File: src/rtl/crtl_pkg.sv
package crtl_pkg;

  localparam int BYTE_W = 8;
  localparam int WORD_W = 32;
  localparam int SHAMT_W = 5;
  localparam int LEFT_W = 3;

  // integer length minus one, by low nibble of the first byte
  localparam logic [LEFT_W-1:0] LEN_M1 [16] = '{
    3'd0, 3'd1, 3'd0, 3'd2, 3'd0, 3'd1, 3'd0, 3'd3,
    3'd0, 3'd1, 3'd0, 3'd2, 3'd0, 3'd1, 3'd0, 3'd4
  };

  // right shift of the 32-bit window, by low nibble of the first byte
  localparam logic [SHAMT_W-1:0] SHIFT_AMT [16] = '{
    5'h19, 5'h12, 5'h19, 5'h0b, 5'h19, 5'h12, 5'h19, 5'h04,
    5'h19, 5'h12, 5'h19, 5'h0b, 5'h19, 5'h12, 5'h19, 5'h00
  };

  localparam logic [WORD_W-1:0] NO_STATE = '1;

  typedef struct packed {
    logic               done;
    logic [WORD_W-1:0]  value;
    logic [WORD_W-1:0]  window;
    logic [SHAMT_W-1:0] shamt;
    logic [LEFT_W-1:0]  left;
  } vint_t;

  typedef struct packed {
    logic              valid;
    logic [WORD_W-1:0] state;
    logic              trunc;
  } res_t;

endpackage

File: src/rtl/crtl_varint.sv
module crtl_varint (
  input  logic [crtl_pkg::BYTE_W-1:0]  byte_in,
  input  logic [crtl_pkg::LEFT_W-1:0]  left,
  input  logic [crtl_pkg::WORD_W-1:0]  window,
  input  logic [crtl_pkg::SHAMT_W-1:0] shamt,
  output crtl_pkg::vint_t              vint
);
  import crtl_pkg::*;

  always_comb begin
    if (left == '0) begin
      vint.window = {byte_in, {(WORD_W-BYTE_W){1'b0}}};
      vint.shamt  = SHIFT_AMT[byte_in[3:0]];
      vint.left   = LEN_M1[byte_in[3:0]];
    end else begin
      vint.window = {byte_in, window[WORD_W-1:BYTE_W]};
      vint.shamt  = shamt;
      vint.left   = left - LEFT_W'(1);
    end
    vint.done  = (vint.left == '0);
    vint.value = vint.window >> vint.shamt;
  end

endmodule

File: src/rtl/crtl_walker.sv
module crtl_walker (
  input  logic                        clk,
  input  logic                        rst_n,
  input  logic                        en,
  input  logic [crtl_pkg::BYTE_W-1:0] byte_in,
  input  logic                        first,
  input  logic                        last,
  input  logic [crtl_pkg::WORD_W-1:0] offset,
  output crtl_pkg::res_t              res
);
  import crtl_pkg::*;

  typedef enum logic [2:0] {
    PH_IDLE, PH_COUNT, PH_DELTA, PH_STATE, PH_DONE
  } phase_t;

  phase_t              phase_r, phase_nxt, ph;
  logic [LEFT_W-1:0]   left_r, left_in;
  logic [WORD_W-1:0]   window_r, window_in;
  logic [SHAMT_W-1:0]  shamt_r, shamt_in;
  logic [WORD_W-1:0]   regions_r, regions_in, regions_nxt;
  logic [WORD_W-1:0]   run_r, run_in, run_nxt;
  logic [WORD_W-1:0]   cur_r, cur_in, cur_nxt;
  logic [WORD_W-1:0]   tgt_r, tgt_nxt;
  logic [LEFT_W-1:0]   left_nxt;
  logic [WORD_W-1:0]   window_nxt;
  logic [SHAMT_W-1:0]  shamt_nxt;
  vint_t               vint;

  // restart on first byte
  always_comb begin
    if (first) begin
      ph         = PH_COUNT;
      left_in    = '0;
      window_in  = '0;
      shamt_in   = '0;
      regions_in = '0;
      run_in     = '0;
      cur_in     = NO_STATE;
      tgt_nxt    = offset;
    end else begin
      ph         = phase_r;
      left_in    = left_r;
      window_in  = window_r;
      shamt_in   = shamt_r;
      regions_in = regions_r;
      run_in     = run_r;
      cur_in     = cur_r;
      tgt_nxt    = tgt_r;
    end
  end

  crtl_varint u_varint (
    .byte_in (byte_in),
    .left    (left_in),
    .window  (window_in),
    .shamt   (shamt_in),
    .vint    (vint)
  );

  always_comb begin
    phase_nxt   = ph;
    left_nxt    = left_in;
    window_nxt  = window_in;
    shamt_nxt   = shamt_in;
    regions_nxt = regions_in;
    run_nxt     = run_in;
    cur_nxt     = cur_in;
    res.valid   = 1'b0;
    res.trunc   = 1'b0;
    if (ph == PH_COUNT || ph == PH_DELTA || ph == PH_STATE) begin
      left_nxt   = vint.left;
      window_nxt = vint.window;
      shamt_nxt  = vint.shamt;
      if (vint.done) begin
        unique case (ph)
          PH_COUNT: begin
            regions_nxt = vint.value;
            if (vint.value == '0) res.valid = 1'b1;
            else phase_nxt = PH_DELTA;
          end
          PH_DELTA: begin
            run_nxt = run_in + vint.value;
            if (tgt_nxt < run_nxt) res.valid = 1'b1;
            else phase_nxt = PH_STATE;
          end
          default: begin
            cur_nxt     = vint.value - WORD_W'(1);
            regions_nxt = regions_in - WORD_W'(1);
            if (regions_nxt == '0) res.valid = 1'b1;
            else phase_nxt = PH_DELTA;
          end
        endcase
      end
      if (!res.valid && last) begin
        res.valid = 1'b1;
        res.trunc = 1'b1;
      end
      if (res.valid) phase_nxt = PH_DONE;
    end
    res.state = cur_nxt;
  end

  always_ff @(posedge clk) begin
    if (!rst_n) begin
      phase_r   <= PH_IDLE;
      left_r    <= '0;
      window_r  <= '0;
      shamt_r   <= '0;
      regions_r <= '0;
      run_r     <= '0;
      cur_r     <= NO_STATE;
      tgt_r     <= '0;
    end else if (en) begin
      phase_r   <= phase_nxt;
      left_r    <= left_nxt;
      window_r  <= window_nxt;
      shamt_r   <= shamt_nxt;
      regions_r <= regions_nxt;
      run_r     <= run_nxt;
      cur_r     <= cur_nxt;
      tgt_r     <= tgt_nxt;
    end
  end

endmodule

File: src/rtl/compressed_region_table_lookup_unit.sv
// Region table lookup: streams a compressed region table one byte per request
// (tuser marks the first byte and restarts the walk, carrying the searched
// code offset in tdata; tlast marks the last available byte) and returns one
// result per walk: the state of the last region starting at or below the
// offset, or -1, with tuser set when the table ran out first. One byte is
// taken every cycle while the output is not stalled; a byte passes an input
// register, the decode and walk logic, and reaches the result register, so
// a result is offered from the result register once the byte that ends the
// walk has been processed. Bytes outside a walk give no result.
module compressed_region_table_lookup_unit (
  input  logic        clk,
  input  logic        rst_n,
  input  logic        in_tvalid,
  output logic        in_tready,
  input  logic [39:0] in_tdata,   // table_byte[7:0], code_offset[39:8]
  input  logic        in_tuser,   // first_byte
  input  logic        in_tlast,   // last_byte
  output logic        out_tvalid,
  input  logic        out_tready,
  output logic [31:0] out_tdata,  // region_state[31:0]
  output logic        out_tuser   // truncated
);
  import crtl_pkg::*;

  logic                s1_valid_r;
  logic [BYTE_W-1:0]   s1_byte_r;
  logic                s1_first_r;
  logic                s1_last_r;
  logic [WORD_W-1:0]   s1_offset_r;
  logic                out_valid_r;
  logic [WORD_W-1:0]   out_state_r;
  logic                out_trunc_r;
  logic                proc_en;
  res_t                res;

  assign proc_en   = s1_valid_r && (!out_valid_r || out_tready);
  assign in_tready = !s1_valid_r || proc_en;

  always_ff @(posedge clk) begin
    if (!rst_n) begin
      s1_valid_r <= 1'b0;
    end else if (in_tready) begin
      s1_valid_r <= in_tvalid;
    end
    if (in_tready && in_tvalid) begin
      s1_byte_r   <= in_tdata[7:0];
      s1_offset_r <= in_tdata[39:8];
      s1_first_r  <= in_tuser;
      s1_last_r   <= in_tlast;
    end
  end

  crtl_walker u_walker (
    .clk     (clk),
    .rst_n   (rst_n),
    .en      (proc_en),
    .byte_in (s1_byte_r),
    .first   (s1_first_r),
    .last    (s1_last_r),
    .offset  (s1_offset_r),
    .res     (res)
  );

  always_ff @(posedge clk) begin
    if (!rst_n) begin
      out_valid_r <= 1'b0;
    end else if (proc_en && res.valid) begin
      out_valid_r <= 1'b1;
    end else if (out_tready) begin
      out_valid_r <= 1'b0;
    end
    if (proc_en && res.valid) begin
      out_state_r <= res.state;
      out_trunc_r <= res.trunc;
    end
  end

  assign out_tvalid = out_valid_r;
  assign out_tdata  = out_state_r;
  assign out_tuser  = out_trunc_r;

  a_result_loaded: assert property (@(posedge clk) disable iff (!rst_n)
    proc_en && res.valid |=> out_tvalid)
    else $error("result lost on its way to the output register");

  a_reset_empty: assert property (@(posedge clk)
    !rst_n |=> !out_tvalid && in_tready)
    else $error("pipeline not empty after reset");

  a_stage_hold: assert property (@(posedge clk) disable iff (!rst_n)
    s1_valid_r && !proc_en |=> s1_valid_r && $stable(s1_byte_r) && $stable(s1_last_r))
    else $error("stalled input stage changed");

  a_trunc_on_last: assert property (@(posedge clk) disable iff (!rst_n)
    proc_en && res.valid && res.trunc |-> s1_last_r)
    else $error("truncated result without a last byte");

endmodule
File: config.mk
export PLATFORM = sky130hd
export DESIGN_NAME = compressed_region_table_lookup_unit
export DESIGN_NICKNAME = d
export VERILOG_FILES = /design/src/rtl/crtl_pkg.sv /design/src/rtl/crtl_varint.sv /design/src/rtl/crtl_walker.sv /design/src/rtl/compressed_region_table_lookup_unit.sv
export SDC_FILE = /design/constraint.sdc
export NUM_CORES = 1
export LEC_CHECK = 0
export BUFFER_PORTS_ARGS = -buffer_cell sky130_fd_sc_hd__clkbuf_2
export CORE_UTILIZATION = 48
export CTS_CLUSTER_SIZE = 10
export DETAILED_ROUTE_END_ITERATION = 12
export PLACE_DENSITY = 0.73
export RECOVER_POWER = 25
export SETUP_SLACK_MARGIN = 0.05
export SYNTH_ARGS = -nofsm -noshare
export SYNTH_HDL_FRONTEND = slang
export SYNTH_HIERARCHICAL = 1
export SYNTH_SLANG_ARGS = --single-unit
export TNS_END_PERCENT = 100
File: constraint.sdc
create_clock -name clk -period 9.5 [get_ports clk]
set_clock_uncertainty 0.2 [all_clocks]
set_input_delay 0.475 -clock clk [delete_from_list [all_inputs] [get_ports clk]]
set_output_delay 0.475 -clock clk [all_outputs]
set_load 0.02 [all_outputs]
Word-level counts from Yosys, hierarchy flattened
Memory sizes are Yosys's and may differ from the RTL's. Cells that the tools add are included.

Logic and storage cells: 90. Memories: 2. Register bits: 240. ROM bits: 128.

Memories: (no name shown) (words 16, width 5, rd ports 1, clocked after memory_dff 0, write ports 0, line crtl_varint.sv:13) `vint.shamt = SHIFT_AMT[byte_in[3:0]];`; (no name shown) (words 16, width 3, rd ports 1, clocked after memory_dff 0, write ports 0, line crtl_varint.sv:14) `vint.left = LEN_M1[byte_in[3:0]];`.

Reductions and logical operators: 17. Shift-type cells: 1. Bitwise logic cells: 1. $lt $le $gt $ge: 2. Equal/unequal tests: 3. Mux-type cells: 44. Add/subtract/negate cells: 4.

Operators with widths (count): two-way mux 32 bit (15); logical NOT 32 bit (2); case mux 32 bit (2 select lines) (1); subtractor 32 x 1 -> 32 bit, second input constant (2); two-way mux 3 bit (11); adder 32 bit (1); < comparator 32 bit (1); >> shifter 32 x 5 -> 32 bit (1); two-way mux 5 bit (4); two-way mux 1 bit (11); equality test 3 x 2 -> 1 bit, second input constant (2); logical NOT 3 bit (2); case mux 3 bit (2 select lines) (1); >= comparator 5 bit, second input constant (1); NOT 4 -> 5 bit (1); logical AND 1 bit (4); logical OR 1 bit (4); equality test 3 x 1 -> 1 bit, second input constant (1); logical NOT 1 bit (3); subtractor 3 x 1 -> 3 bit, second input constant (1); case mux 1 bit (2 select lines) (1); nonzero test 2 bit (1); OR reduction 2 bit (1).

Longest topological paths before layout
Depth after elaboration: 19. Gate-level depth with buffers: 38. Gate-level depth less buffers: 32.

Modules after synthesis
The synthesis kept the hierarchy.

By module, submodules not included: crtl_walker (times used 1, area an instance 11895.2 um^2, seq. area each 3423.3 um^2, cells each 1572); compressed_region_table_lookup_unit (times used 1, area an instance 2364.8 um^2, seq. area each 2292.2 um^2, cells each 88); crtl_varint (times used 1, area an instance 2235.9 um^2, seq. area each 0.0 um^2, cells each 306).

Worst setup path after synthesis
No wires, ideal clock.

Path type: reg-to-reg. Start: register s1_first_r. End: register out_state_r[0], in the netlist out_tdata[0], enable pin. Path slack: -26 ps. Period minus slack after synthesis: 9526 ps. Cell stages (with the launch flop): 35. Arrival: 8903 ps. Path through: edfxtp_1 > clkbuf_1 > clkbuf_1 > buf_1 > clkbuf_1 > clkbuf_1 > nor2b_1 > inv_1 > ha_1 > nor2b_4 > mux2i_4 > inv_2 > buf_6 > a211oi_1 > o31ai_2 > a31oi_1 > ha_1 > and3_1 > a221oi_1 > nor2_1 > or3_1 > o21ai_0 > a21oi_1 > nand2b_1 > xor2_1 > ha_1 > and4_1 > a221oi_1 > o21ai_0 > a2111oi_1 > o21ai_2 > o41ai_2 > o21a_1 > nand2_1 > nor2_1.

RTL lines: start, declared (line compressed_region_table_lookup_unit.sv:27) `logic s1_first_r;`; start signal, assigned (line compressed_region_table_lookup_unit.sv:48) `s1_first_r <= in_tuser;`; end signal, assigned (line compressed_region_table_lookup_unit.sv:73) `out_state_r <= res.state;`; end, declared (line compressed_region_table_lookup_unit.sv:31) `logic [WORD_W-1:0] out_state_r;`.

==> impl_metrics.json <==
{
  "status": "complete, but fails checks",
  "violations": "capacitance limit, slew limit",
  "grt_pass1_vias": 14130,
  "critical_path.startpoint": "s1_first_r",
  "fin_crit_ns": 8.923,
  "cts_sinks": 240,
  "cts_tree": "yes",
  "hold_viol": 0,
  "ys_warn_count": 6,
  "crit_buf_inv": 3,
  "cts_buffers": 29,
  "finalCritPeriodShare_pct": 93.93,
  "fin_cells": 2440,
  "die_x_um": 185.3,
  "post-route-util_pct": 55.11,
  "root_buffer": "clkbuf_16",
  "dr.pass1.iters": 6,
  "syn_area_mm2": 0.01614,
  "nets": 2090,
  "synthCells": 1918,
  "leakage_nw": 6.647,
  "maxSlewHeadroom_pct": -44.83,
  "antenna_found_initial": 0,
  "min_path_type": "primary input to flop",
  "dp.cells": 2344,
  "wl_um": 50360,
  "grt_max_degree": 80,
  "rows": 66,
  "required_ns": 9.54,
  "syn2layout_area_growth_pct": 11.97,
  "globalplace.congestion": 0.9720,
  "drc_errors": 0,
  "initial_core_util_pct": 49.22,
  "gr-usage-met3_pct": 3.421,
  "dp.final_hpwl_um": 35100,
  "r2r_cells": 29,
  "dieHeight_um": 185.3,
  "max_clock_freq_mhz": 112.1,
  "slowest_stage": "a31oi_1",
  "setup_viol": 0,
  "postCtsSetupBuffers": 0,
  "path_common_cell": "ha_1",
  "viasPerCell": 6.161,
  "io_buffers": 80,
  "avgSynthCellArea_um2": 8.413,
  "ant_nets": 0,
  "use_met2_pct": 45.78,
  "critPathTopFamily": "compound AO/OA/AOI/OAI gates",
  "coreArea_mm2": 0.03278,
  "crit_arrival_ns": 8.97,
  "pre_cts_ws_ns": 0.4285,
  "drive_gt1_share_pct": 11.97,
  "cp-start-kind": "flop",
  "grt_pass1_wl_um": 78450,
  "whs_path_depth": 3,
  "globalRoute.busiestLayer": "met2",
  "fin_ws_ns": 0.5766,
  "hold_end": "out_tvalid",
  "initialDrtViolationCount": 1429,
  "cap_violations": 1,
  "power_density_mw_per_mm2": 149.4,
  "critical_path_class": "flop to flop",
  "use_met1_pct": 40.36,
  "worst-path-max-fanout": 33,
  "rsz0062_at_grt": "false",
  "pin_count": 81,
  "fin_tns_setup_ns": 0,
  "rrSetupSlack_ns": 0.58,
  "peakVddDrop_mv": 0.1422,
  "final_max_slew_viol_count": 43,
  "wl_per_cell_um": 20.64,
  "h-tree-depth": 1,
  "grt-ovfl-total": 0,
  "reg2reg_to": "out_tdata[10]",
  "cts_buffer_depth": 3,
  "syn_nets": 2032,
  "crit_path_end_kind": "flop",
  "clkLatencyLatePin_ns": 0.55,
  "groute.usage.overall_pct": 29.22,
  "max_stage_delay_ns": 0.65,
  "vias": 15030,
  "die_area_mm2": 0.03435,
  "r2r-start": "s1_first_r",
  "hold_start": "out_tready",
  "clkTransAtPathRegs_ns": 0.06,
  "tightest_slew_ns": 2.172
}
[flip-flops by register name, summed over array words and instances (netlist names)]
register and flops:
out_tdata 32, out_tuser 1, out_tvalid 1, s1_byte_r 8
s1_first_r 1, s1_last_r 1, s1_offset_r 32, s1_valid_r 1
u_walker/cur_r 32, u_walker/left_r 3, u_walker/phase_r 3, u_walker/regions_r 32
u_walker/run_r 32, u_walker/shamt_r 5, u_walker/tgt_r 32, u_walker/window_r 24
[power breakdown]
group / total [mW] / switching (mW) / internal [mW]
Clock: 1.01 / 0.424 / 0.588
Combinational: 0.568 / 0.368 / 0.199
Sequential: 1.12 / 0.0264 / 1.09
[stage by stage]
step | total power [mW] | instance area, um2 | hold slack, ns
detailed placement | 1.681 | 16830 | 0.2436
global placement | 1.677 | 16830 | 0.2378
global route | 2.809 | 18060 | 0.07083
CTS | 2.705 | 18110 | 0.05451
finish | 2.700 | 18070 | 0.07431
floorplan | 1.514 | 16140 | 0.2318
[cell usage in the layout (no fill, tap or decap), types with 19 or more instances in the layout]
master,instances
xnor2_1,37
edfxtp_1,75
dlygate4sd3_1,43
o21ai_1,23
clkbuf_1,52
nor2b_1,75
nand4_1,22
dfxtp_1,165
nor3_1,70
a21oi_1,175
nand2_1,262
inv_1,23
buf_4,44
mux2_2,35
o21ai_0,74
mux4_2,20
nand3_1,55
mux2i_1,47
clkbuf_2,46
a22oi_1,19
xor2_1,29
a21o_1,23
and2_1,26
a31oi_1,28
nor2_1,133
ha_1,67
clkbuf_16,30
[worst max path at each step]
stage,to,slack (ns),depth (start not counted)
6_report,out_tdata[10],0.58,29
5_1_grt,out_tdata[20],0.07,29
4_1_cts,out_tdata[18],0.42,29
3_5_place_dp,out_tdata[11],0.43,29
3_3_place_gp,out_tdata[12],0.70,29
2_1_floorplan,out_tdata[0],0.52,34
[area by class of cell]
| type | count | area, um2 |
|---|---|---|
| fill | 3062 | 14720 |
| multi-input combinational | 1506 | 9848 |
| sequential | 240 | 5555 |
| timing repair buffer | 169 | 1142 |
| clock buffer | 48 | 828.3 |
| tap | 442 | 553.0 |
| inverter | 30 | 113.9 |
| clock inverter | 4 | 23.77 |
| antenna | 1 | 2.502 |
[timing repair]
action | CTS | global route
endpoints found under the setup margin | 0 | 33
hold endpoints to repair | 43 | 0
gates resized for setup | 0 | 2
hold buffers | 43 | 0
[layer usage]
| metal | routed length [um] | up-vias |
|---|---|---|
| met5 | 0 | - |
| met4 | 2023 | 0 |
| met3 | 3277 | 109 |
| met2 | 22310 | 620 |
| met1 | 22750 | 7191 |
| li1 | - | 7113 |
[worst min-delay path: stages]
cell and delay [ns]:
clkbuf_2 0.11, nand2b_4 0.13, a21boi_1 0.05
(Power assumes the default switching activity.)
